--- src/rtl/core/stlw_pkg.sv ---
// Shared types, widths, register indexes and reset values for the saber touch core.
`timescale 1ns / 1ps

package stlw_pkg;

   localparam int TIME_W    = 32;
   localparam int LOCKOUT_W = 22;
   localparam int WINDOW_W  = 17;
   localparam int COUNT_W   = 8;
   localparam int CSR_IDX_W = 3;
   localparam int CSR_DAT_W = LOCKOUT_W;

   // register indexes
   localparam logic [CSR_IDX_W-1:0] CSR_LOCKOUT_US  = 3'd0;
   localparam logic [CSR_IDX_W-1:0] CSR_DEPRESS_US  = 3'd1;
   localparam logic [CSR_IDX_W-1:0] CSR_WO_BAR_US   = 3'd2;
   localparam logic [CSR_IDX_W-1:0] CSR_WO_TMO_US   = 3'd3;
   localparam logic [CSR_IDX_W-1:0] CSR_MAX_INTR    = 3'd4;

   // register reset values
   localparam logic [LOCKOUT_W-1:0] LOCKOUT_US_RST = 22'd170000;
   localparam logic [WINDOW_W-1:0]  DEPRESS_US_RST = 17'd100;
   localparam logic [WINDOW_W-1:0]  WO_BAR_US_RST  = 17'd4000;
   localparam logic [WINDOW_W-1:0]  WO_TMO_US_RST  = 17'd15000;
   localparam logic [COUNT_W-1:0]   MAX_INTR_RST   = 8'd10;

   localparam logic [COUNT_W-1:0]   COUNT_MAX      = {COUNT_W{1'b1}};

   // word kinds
   localparam logic KIND_SAMPLE = 1'b0;
   localparam logic KIND_CLEAR  = 1'b1;

   typedef struct packed {
      logic [LOCKOUT_W-1:0] lockout_us;
      logic [WINDOW_W-1:0]  depress_us;
      logic [WINDOW_W-1:0]  wo_bar_us;
      logic [WINDOW_W-1:0]  wo_tmo_us;
      logic [COUNT_W-1:0]   max_intr;
   } cfg_type;

   typedef struct packed {
      logic blade;
      logic target;
      logic self_touch;
   } lines_type;

   typedef struct packed {
      logic lock_req;      // registered touch whose depress began at least the lockout time ago
      logic touch_cur;     // touch flag before this sample
      logic scored;        // touch flag after this sample
      logic self_level;
      logic self_changed;
   } fencer_status_type;

endpackage

--- src/rtl/core/stlw_fencer.sv ---
// Per-fencer whipover, depress qualification and self-contact state.
`timescale 1ns / 1ps

module stlw_fencer (
   input  logic                              clock,
   input  logic                              reset,
   input  logic                              sample_en,
   input  logic                              clear_en,
   input  logic [stlw_pkg::TIME_W-1:0]       now,
   input  stlw_pkg::lines_type               lines,
   input  stlw_pkg::cfg_type                 cfg,
   output stlw_pkg::fencer_status_type       status
);

   logic                          touch_ff, touch_in;
   logic [stlw_pkg::TIME_W-1:0]   depress_start_ff, depress_start_in;
   logic                          held_ff, held_in;
   logic                          wo_active_ff, wo_active_in;
   logic [stlw_pkg::TIME_W-1:0]   wo_start_ff, wo_start_in;
   logic [stlw_pkg::COUNT_W-1:0]  intr_cnt_ff, intr_cnt_in;
   logic                          blades_ff, blades_in;
   logic                          permit_ff, permit_in;
   logic                          self_ff, self_in;

   logic [stlw_pkg::TIME_W-1:0]   wo_elapsed;
   logic [stlw_pkg::TIME_W-1:0]   press_elapsed;

   assign wo_elapsed    = now - wo_start_ff;
   assign press_elapsed = now - depress_start_ff;

   always_comb begin
      touch_in         = touch_ff;
      depress_start_in = depress_start_ff;
      held_in          = held_ff;
      wo_active_in     = wo_active_ff;
      wo_start_in      = wo_start_ff;
      intr_cnt_in      = intr_cnt_ff;
      blades_in        = blades_ff;
      permit_in        = permit_ff;

      // whipover window
      if (wo_active_ff) begin
         blades_in = lines.blade;
         if (!lines.blade && blades_ff && (intr_cnt_ff != stlw_pkg::COUNT_MAX)) begin
            intr_cnt_in = intr_cnt_ff + 8'd1;
         end
         if (wo_elapsed >= {{(stlw_pkg::TIME_W-stlw_pkg::WINDOW_W){1'b0}}, cfg.wo_bar_us}) begin
            permit_in = 1'b0;
         end
         if (intr_cnt_in > cfg.max_intr) begin
            permit_in = 1'b1;
         end
         if (wo_elapsed >= {{(stlw_pkg::TIME_W-stlw_pkg::WINDOW_W){1'b0}}, cfg.wo_tmo_us}) begin
            wo_active_in = 1'b0;
            permit_in    = 1'b1;
         end
      end else begin
         if (lines.blade) begin
            wo_active_in = 1'b1;
            wo_start_in  = now;
            intr_cnt_in  = '0;
            blades_in    = 1'b1;
         end
         permit_in = 1'b1;
      end

      // depress qualification
      if (!touch_ff) begin
         if (lines.target) begin
            if (held_ff) begin
               if (press_elapsed >=
                   {{(stlw_pkg::TIME_W-stlw_pkg::WINDOW_W){1'b0}}, cfg.depress_us}) begin
                  touch_in = 1'b1;
               end
            end else if (permit_in) begin
               depress_start_in = now;
               held_in          = 1'b1;
            end
         end else if (held_ff) begin
            depress_start_in = '0;
            held_in          = 1'b0;
         end
      end
   end

   assign self_in = lines.self_touch;

   always_ff @(posedge clock) begin
      if (reset || clear_en) begin
         touch_ff         <= 1'b0;
         depress_start_ff <= '0;
         held_ff          <= 1'b0;
         wo_active_ff     <= 1'b0;
         wo_start_ff      <= '0;
         intr_cnt_ff      <= '0;
         blades_ff        <= 1'b0;
         permit_ff        <= 1'b1;
         self_ff          <= 1'b0;
      end else if (sample_en) begin
         touch_ff         <= touch_in;
         depress_start_ff <= depress_start_in;
         held_ff          <= held_in;
         wo_active_ff     <= wo_active_in;
         wo_start_ff      <= wo_start_in;
         intr_cnt_ff      <= intr_cnt_in;
         blades_ff        <= blades_in;
         permit_ff        <= permit_in;
         self_ff          <= self_in;
      end
   end

   assign status.lock_req = touch_ff &&
      (press_elapsed >= {{(stlw_pkg::TIME_W-stlw_pkg::LOCKOUT_W){1'b0}}, cfg.lockout_us});
   assign status.touch_cur    = touch_ff;
   assign status.scored       = touch_in;
   assign status.self_level   = self_in;
   assign status.self_changed = self_in ^ self_ff;

endmodule

--- src/rtl/core/saber_touch_lockout_whipover_core.sv ---
// Top level of the saber touch core: word registers, config registers, lockout, two fencers.
`timescale 1ns / 1ps

// Channel  Direction  Handshake            Payload
// req      in         req_valid/req_stall  kind, sample_time_us, a_/b_ line flags
// rsp      out        rsp_valid/rsp_stall  locked_out, scored, self level/changed
// csr      in         csr_write_en         csr_index, csr_data (no read-back)
//
// One word per cycle sustained while rsp is not stalled; a word passes through the input
// register, then the result register, before it shows on rsp. All per-sample work is
// a few 32-bit subtract/compares per fencer between those two registers.
// Reset (synchronous) empties both registers, restores config defaults and
// clears scoring state. req_stall rises only when both registers are full and
// rsp is stalled.

module saber_touch_lockout_whipover_core (
   input  logic                                 clock,
   input  logic                                 reset,

   input  logic                                 req_valid,
   output logic                                 req_stall,
   input  logic                                 req_kind,
   input  logic [31:0]                          req_sample_time_us,
   input  logic                                 req_a_blade_contact,
   input  logic                                 req_a_on_target,
   input  logic                                 req_a_self_touch,
   input  logic                                 req_b_blade_contact,
   input  logic                                 req_b_on_target,
   input  logic                                 req_b_self_touch,

   output logic                                 rsp_valid,
   input  logic                                 rsp_stall,
   output logic                                 rsp_locked_out,
   output logic                                 rsp_a_scored,
   output logic                                 rsp_b_scored,
   output logic                                 rsp_a_self_level,
   output logic                                 rsp_b_self_level,
   output logic                                 rsp_a_self_changed,
   output logic                                 rsp_b_self_changed,

   input  logic                                 csr_write_en,
   input  logic [stlw_pkg::CSR_IDX_W-1:0]       csr_index,
   input  logic [stlw_pkg::CSR_DAT_W-1:0]       csr_data
);

   // config registers
   stlw_pkg::cfg_type cfg_ff;

   always_ff @(posedge clock) begin
      if (reset) begin
         cfg_ff.lockout_us <= stlw_pkg::LOCKOUT_US_RST;
         cfg_ff.depress_us <= stlw_pkg::DEPRESS_US_RST;
         cfg_ff.wo_bar_us  <= stlw_pkg::WO_BAR_US_RST;
         cfg_ff.wo_tmo_us  <= stlw_pkg::WO_TMO_US_RST;
         cfg_ff.max_intr   <= stlw_pkg::MAX_INTR_RST;
      end else if (csr_write_en) begin
         case (csr_index)
            stlw_pkg::CSR_LOCKOUT_US: cfg_ff.lockout_us <= csr_data;
            stlw_pkg::CSR_DEPRESS_US: cfg_ff.depress_us <= csr_data[stlw_pkg::WINDOW_W-1:0];
            stlw_pkg::CSR_WO_BAR_US:  cfg_ff.wo_bar_us  <= csr_data[stlw_pkg::WINDOW_W-1:0];
            stlw_pkg::CSR_WO_TMO_US:  cfg_ff.wo_tmo_us  <= csr_data[stlw_pkg::WINDOW_W-1:0];
            stlw_pkg::CSR_MAX_INTR:   cfg_ff.max_intr   <= csr_data[stlw_pkg::COUNT_W-1:0];
            default: ;  // unknown index: dropped
         endcase
      end
   end

   // input word register
   logic                          in_valid_ff, in_valid_in;
   logic                          kind_ff;
   logic [stlw_pkg::TIME_W-1:0]   now_ff;
   stlw_pkg::lines_type           a_lines_ff, b_lines_ff;
   logic                          advance;
   logic                          req_take;
   logic                          rsp_valid_ff, rsp_valid_in;

   // result advances when the result register is empty or being drained
   assign advance   = in_valid_ff && (!rsp_valid_ff || !rsp_stall);
   assign req_stall = in_valid_ff && !advance;
   assign req_take  = req_valid && !req_stall;
   assign in_valid_in = req_take || (in_valid_ff && !advance);

   always_ff @(posedge clock) begin
      if (reset) begin
         in_valid_ff <= 1'b0;
      end else begin
         in_valid_ff <= in_valid_in;
      end
   end

   always_ff @(posedge clock) begin
      if (req_take) begin
         kind_ff           <= req_kind;
         now_ff            <= req_sample_time_us;
         a_lines_ff        <= '{req_a_blade_contact, req_a_on_target, req_a_self_touch};
         b_lines_ff        <= '{req_b_blade_contact, req_b_on_target, req_b_self_touch};
      end
   end

   // scoring
   logic sample_en, clear_en;
   stlw_pkg::fencer_status_type a_stat, b_stat;

   assign sample_en = advance && (kind_ff == stlw_pkg::KIND_SAMPLE);
   assign clear_en  = advance && (kind_ff == stlw_pkg::KIND_CLEAR);

   stlw_fencer u_fencer_a (
      .clock     (clock),
      .reset     (reset),
      .sample_en (sample_en),
      .clear_en  (clear_en),
      .now       (now_ff),
      .lines     (a_lines_ff),
      .cfg       (cfg_ff),
      .status    (a_stat)
   );

   stlw_fencer u_fencer_b (
      .clock     (clock),
      .reset     (reset),
      .sample_en (sample_en),
      .clear_en  (clear_en),
      .now       (now_ff),
      .lines     (b_lines_ff),
      .cfg       (cfg_ff),
      .status    (b_stat)
   );

   // lockout looks at touch state from before this sample's update
   logic lockout_ff, lockout_in;

   assign lockout_in = lockout_ff || a_stat.lock_req || b_stat.lock_req ||
                       (a_stat.touch_cur && b_stat.touch_cur);

   always_ff @(posedge clock) begin
      if (reset || clear_en) begin
         lockout_ff <= 1'b0;
      end else if (sample_en) begin
         lockout_ff <= lockout_in;
      end
   end

   // result register
   logic locked_ff, a_scored_ff, b_scored_ff;
   logic a_level_ff, b_level_ff, a_chg_ff, b_chg_ff;

   assign rsp_valid_in = advance || (rsp_valid_ff && rsp_stall);

   always_ff @(posedge clock) begin
      if (reset) begin
         rsp_valid_ff <= 1'b0;
      end else begin
         rsp_valid_ff <= rsp_valid_in;
      end
   end

   always_ff @(posedge clock) begin
      if (advance) begin
         // a clear word answers with all zeros
         locked_ff   <= sample_en && lockout_in;
         a_scored_ff <= sample_en && a_stat.scored;
         b_scored_ff <= sample_en && b_stat.scored;
         a_level_ff  <= sample_en && a_stat.self_level;
         b_level_ff  <= sample_en && b_stat.self_level;
         a_chg_ff    <= sample_en && a_stat.self_changed;
         b_chg_ff    <= sample_en && b_stat.self_changed;
      end
   end

   assign rsp_valid          = rsp_valid_ff;
   assign rsp_locked_out     = locked_ff;
   assign rsp_a_scored       = a_scored_ff;
   assign rsp_b_scored       = b_scored_ff;
   assign rsp_a_self_level   = a_level_ff;
   assign rsp_b_self_level   = b_level_ff;
   assign rsp_a_self_changed = a_chg_ff;
   assign rsp_b_self_changed = b_chg_ff;

   // lockout only drops through reset or a clear word
   assert property (@(posedge clock) disable iff (reset)
      $fell(lockout_ff) |-> ($past(reset) || $past(clear_en)))
      else $error("lockout dropped without clear");

   // input side stalls only behind a full, stalled result register
   assert property (@(posedge clock) disable iff (reset)
      req_stall |-> (in_valid_ff && rsp_valid && rsp_stall))
      else $error("req stalled without back-pressure");

   // a clear word yields an all-zero result
   assert property (@(posedge clock) disable iff (reset)
      clear_en |=> (rsp_valid && !rsp_locked_out && !rsp_a_scored && !rsp_b_scored &&
                    !rsp_a_self_level && !rsp_b_self_level &&
                    !rsp_a_self_changed && !rsp_b_self_changed))
      else $error("clear word gave nonzero result");

endmodule
--- config.mk ---
export PLATFORM = sky130hd
export DESIGN_NAME = saber_touch_lockout_whipover_core
export DESIGN_NICKNAME = d
export VERILOG_FILES = /design/src/rtl/core/stlw_pkg.sv /design/src/rtl/core/stlw_fencer.sv /design/src/rtl/core/saber_touch_lockout_whipover_core.sv
export SDC_FILE = /design/constraint.sdc
export NUM_CORES = 1
export LEC_CHECK = 0
export ABC_AREA = 1
export ABC_CLOCK_PERIOD_IN_PS = 4800
export BUFFER_PORTS_ARGS = -buffer_cell sky130_fd_sc_hd__buf_2
export CELL_PAD_IN_SITES_DETAIL_PLACEMENT = 1
export CELL_PAD_IN_SITES_GLOBAL_PLACEMENT = 1
export CORE_MARGIN = 5
export CORE_UTILIZATION = 30
export CTS_BUF_LIST = sky130_fd_sc_hd__clkbuf_8
export CTS_CLUSTER_SIZE = 10
export DETAILED_ROUTE_END_ITERATION = 6
export GPL_TIMING_DRIVEN = 0
export MAX_ROUTING_LAYER = met4
export PLACE_DENSITY = 0.68
export SYNTH_ARGS = -nofsm -noshare
export SYNTH_HDL_FRONTEND = slang
export SYNTH_SLANG_ARGS = --single-unit
--- constraint.sdc ---
create_clock -name clock -period 4.8 [get_ports clock]
set_clock_uncertainty 0.05 [all_clocks]
set_input_delay 0.48 -clock clock [delete_from_list [all_inputs] [get_ports clock]]
set_output_delay 0.48 -clock clock [all_outputs]
set_load 0.005 [all_outputs]
==> impl_metrics.ini <==
[grt]
grt.total_usage = 0.220
grt_max_degree = 33
grt_util_met3 = 0.0327
grt_overflow_total = 0
antenna_found_initial = 3
top_usage_layer = met2
met2_usage = 0.336
grt_util_met1 = 0.309
grt_pass1_vias = 23419
grt_pass1_wl_um = 138000

[synth]
synth_area_mm2 = 0.0234
synth_xor_area_frac = 0.0337
synth.distinct_cells = 46
synth_largest_area_cell = dfxtp_1
synth_seq_cells = 286
ys_top_cells_by_area = dfxtp_1 (21%), nand2_1 (16%), ha_1 (15%)
synthMuxAreaShare = 0
ys_top_cells_by_count = nand2_1 (992), inv_1 (587), a21oi_1 (378)
syn_area_per_cell_um2 = 6.45
yosys.area_share.simple = 0.285
synth_cells = 3627
synth_compound_area_frac = 0.150
synth_top_family_by_area = simple AND/OR/NAND/NOR gates
synth_ff_type = dfxtp_1
synthAdderAreaFrac = 0.157
synth_edf_count = 46
ys_warn_count = 0
synth_top_area_frac = 0.205
ys_seq_area_frac = 0.264
synth_most_common_cell = nand2_1
synth_fp_nets = 3988
async_reset_ff_frac = 0

[finish]
syn_to_final_growth_pct = 17.0
final_nets = 4204
drive_above_1_share = 0.0713
fillers = 10126
instances_no_fill = 4928
fin_area_mm2 = 0.0274
post-route-util = 0.354

[worst_setup_path]
path_class = reg -> reg
end_kind = flop
cp-start-kind = flop
max_stage_delay_ps = 530
crit_path_max_fanout = 10
cp_slowest_cell = edfxtp_1
crit_arrival_ps = 5080
cp.required_ps = 5280
cp_common_cell = nand2_1

[floorplan]
rows = 102
io_pins = 78
die_w_um = 289
initial_utilization = 0.302
core-area_mm2 = 0.0773
die_h_um = 289
design.die.area_mm2 = 0.0836

[clock_tree]
cts_tree = yes
clock_latency_ps = 680
clockBufferDepth = 3
clkTransAtPathRegs_ps = 60
cts.sinks = 286
clock-root-buffer = clkbuf_8
htreeDepth = 2
cts_buffers = 55

[sta]
setup-violations-final = 0
hold_viol = 0
worst_pin_slew_ps = 940
fin_crit_ps = 4600
post-route-period-util = 0.957
drv_slew = 0
max_freq_mhz = 218
relSlewSlack = 0.373
grt_setup_unrepaired = true
holdWs_ps = 52.7

[detailed_routing]
routed_wl_um = 91900
drt-vias-per-instance = 4.89
drt-pass1-iter-count = 6
drtIter0Drc = 1394
vias = 24076
route.antenna.remaining_nets = 0
drt-wirelength-per-cell_um = 18.6
drc = 0

[placed_design]
place_area_mm2 = 0.0251
hpwl_um = 74400
place.gp.congestion = 0.927
placed_cells = 4744
io_buffers = 76

[status]
status = finished, final reports clean

[pwr]
power_w = 0.00767
leakagePower_nw = 12.9
power-per-cell-area_mw_per_mm2 = 281
ir_worst_vdd_mv = 0.207

[flow_run]
maxCapViolCount = 0

[min_path]
hold_path.class = in -> reg
==> kinds of logic after synthesis <==
family,Yosys count
flip-flops,286
XOR/XNOR,90
AND/OR/NAND/NOR,1627
adder cells (fa/ha/maj),292
AO/OA/AOI/OAI,661
buffers and inverters,671
==> metal layers <==
metal,wire length (µm),vias up
met5,0,-
met4,2060,0
met3,4370,108
met2,39500,437
met1,46000,11429
li1,-,12102
==> where the power goes <==
part           switching [W]  internal, W  total (W)
clock                0.00119      0.00154    0.00273
combinational        0.00153     0.000800    0.00233
sequential         0.0000812      0.00253    0.00261
total                0.00281      0.00487    0.00767
==> state kept, by name, summed over array words and instances, names as in the netlist, 3 cells and up <==
| signal | cells |
|---|---|
| cfg_ff | 81 |
| now_ff | 32 |
| u_fencer_a.depress_start_ff | 32 |
| u_fencer_a.wo_start_ff | 32 |
| u_fencer_b.depress_start_ff | 32 |
| u_fencer_b.wo_start_ff | 32 |
| u_fencer_a.intr_cnt_ff | 8 |
| u_fencer_b.intr_cnt_ff | 8 |
| a_lines_ff | 3 |
| b_lines_ff | 3 |
==> worst max-delay path: cells and delay by family, from the launching register on <==
family                   cells  cell delay [ps]
AND/OR/NAND/NOR             16             1820
flip-flops                   1              530
buffers and inverters        3              560
AO/OA/AOI/OAI                2              370
adder cells (fa/ha/maj)      3              870
XOR/XNOR                     1              250
==> through the flow <==
stage	TNS, ps	setup slack [ps]
3_3_place_gp	-18810	-523
3_5_place_dp	-19770	-569
2_1_floorplan	0	1290
5_1_grt	-205	-39.9
6_report	0	204
4_1_cts	0	9.93
==> path summary, 6_finish.rpt <==
path | from | to | slack, ps | depth (start not counted)
max | now_ff[0] | u_fencer_b.depress_start_ff[15] | 200 | 25
min | csr_data[21] | cfg_ff[80] | 50 | 3
max reg2reg | now_ff[0] | u_fencer_b.depress_start_ff[15] | 200 | 25
min reg2reg | u_fencer_a.wo_start_ff[19] | u_fencer_a.wo_start_ff[19] | 410 | 2
==> placed cells by master (no fill, tap or decap), types with 64 or more instances in the layout <==
master,instances
a21oi_1,376
buf_2,80
clkbuf_8,64
dfxtp_1,240
ha_1,285
inv_1,608
nand2_1,988
nand3_1,146
nor2_1,346
o21ai_0,200
==> layout make-up <==
class,instances,area [µm²],area share
Multi-Input combinational cell,2670,14900,0.544
Clock buffer,64,881,0.0322
Buffer,78,365,0.0134
Clock inverter,37,322,0.0118
Timing Repair Buffer,159,1190,0.0434
Antenna cell,1,2.50,0.0000915
Tap cell,1040,1300,0.0476
Sequential cell,286,6190,0.226
Inverter,593,2230,0.0815
==> what timing repair did <==
item / CTS / global route
gates resized for setup: 7 / 54
endpoints found under the hold margin: 42 / 0
hold buffers: 42 / 0
endpoints found under the setup margin: 68 / 70
pin swaps: 0 / 7
setup buffers: 11 / 29
No activity file was read; power rests on OpenSTA's default activity.
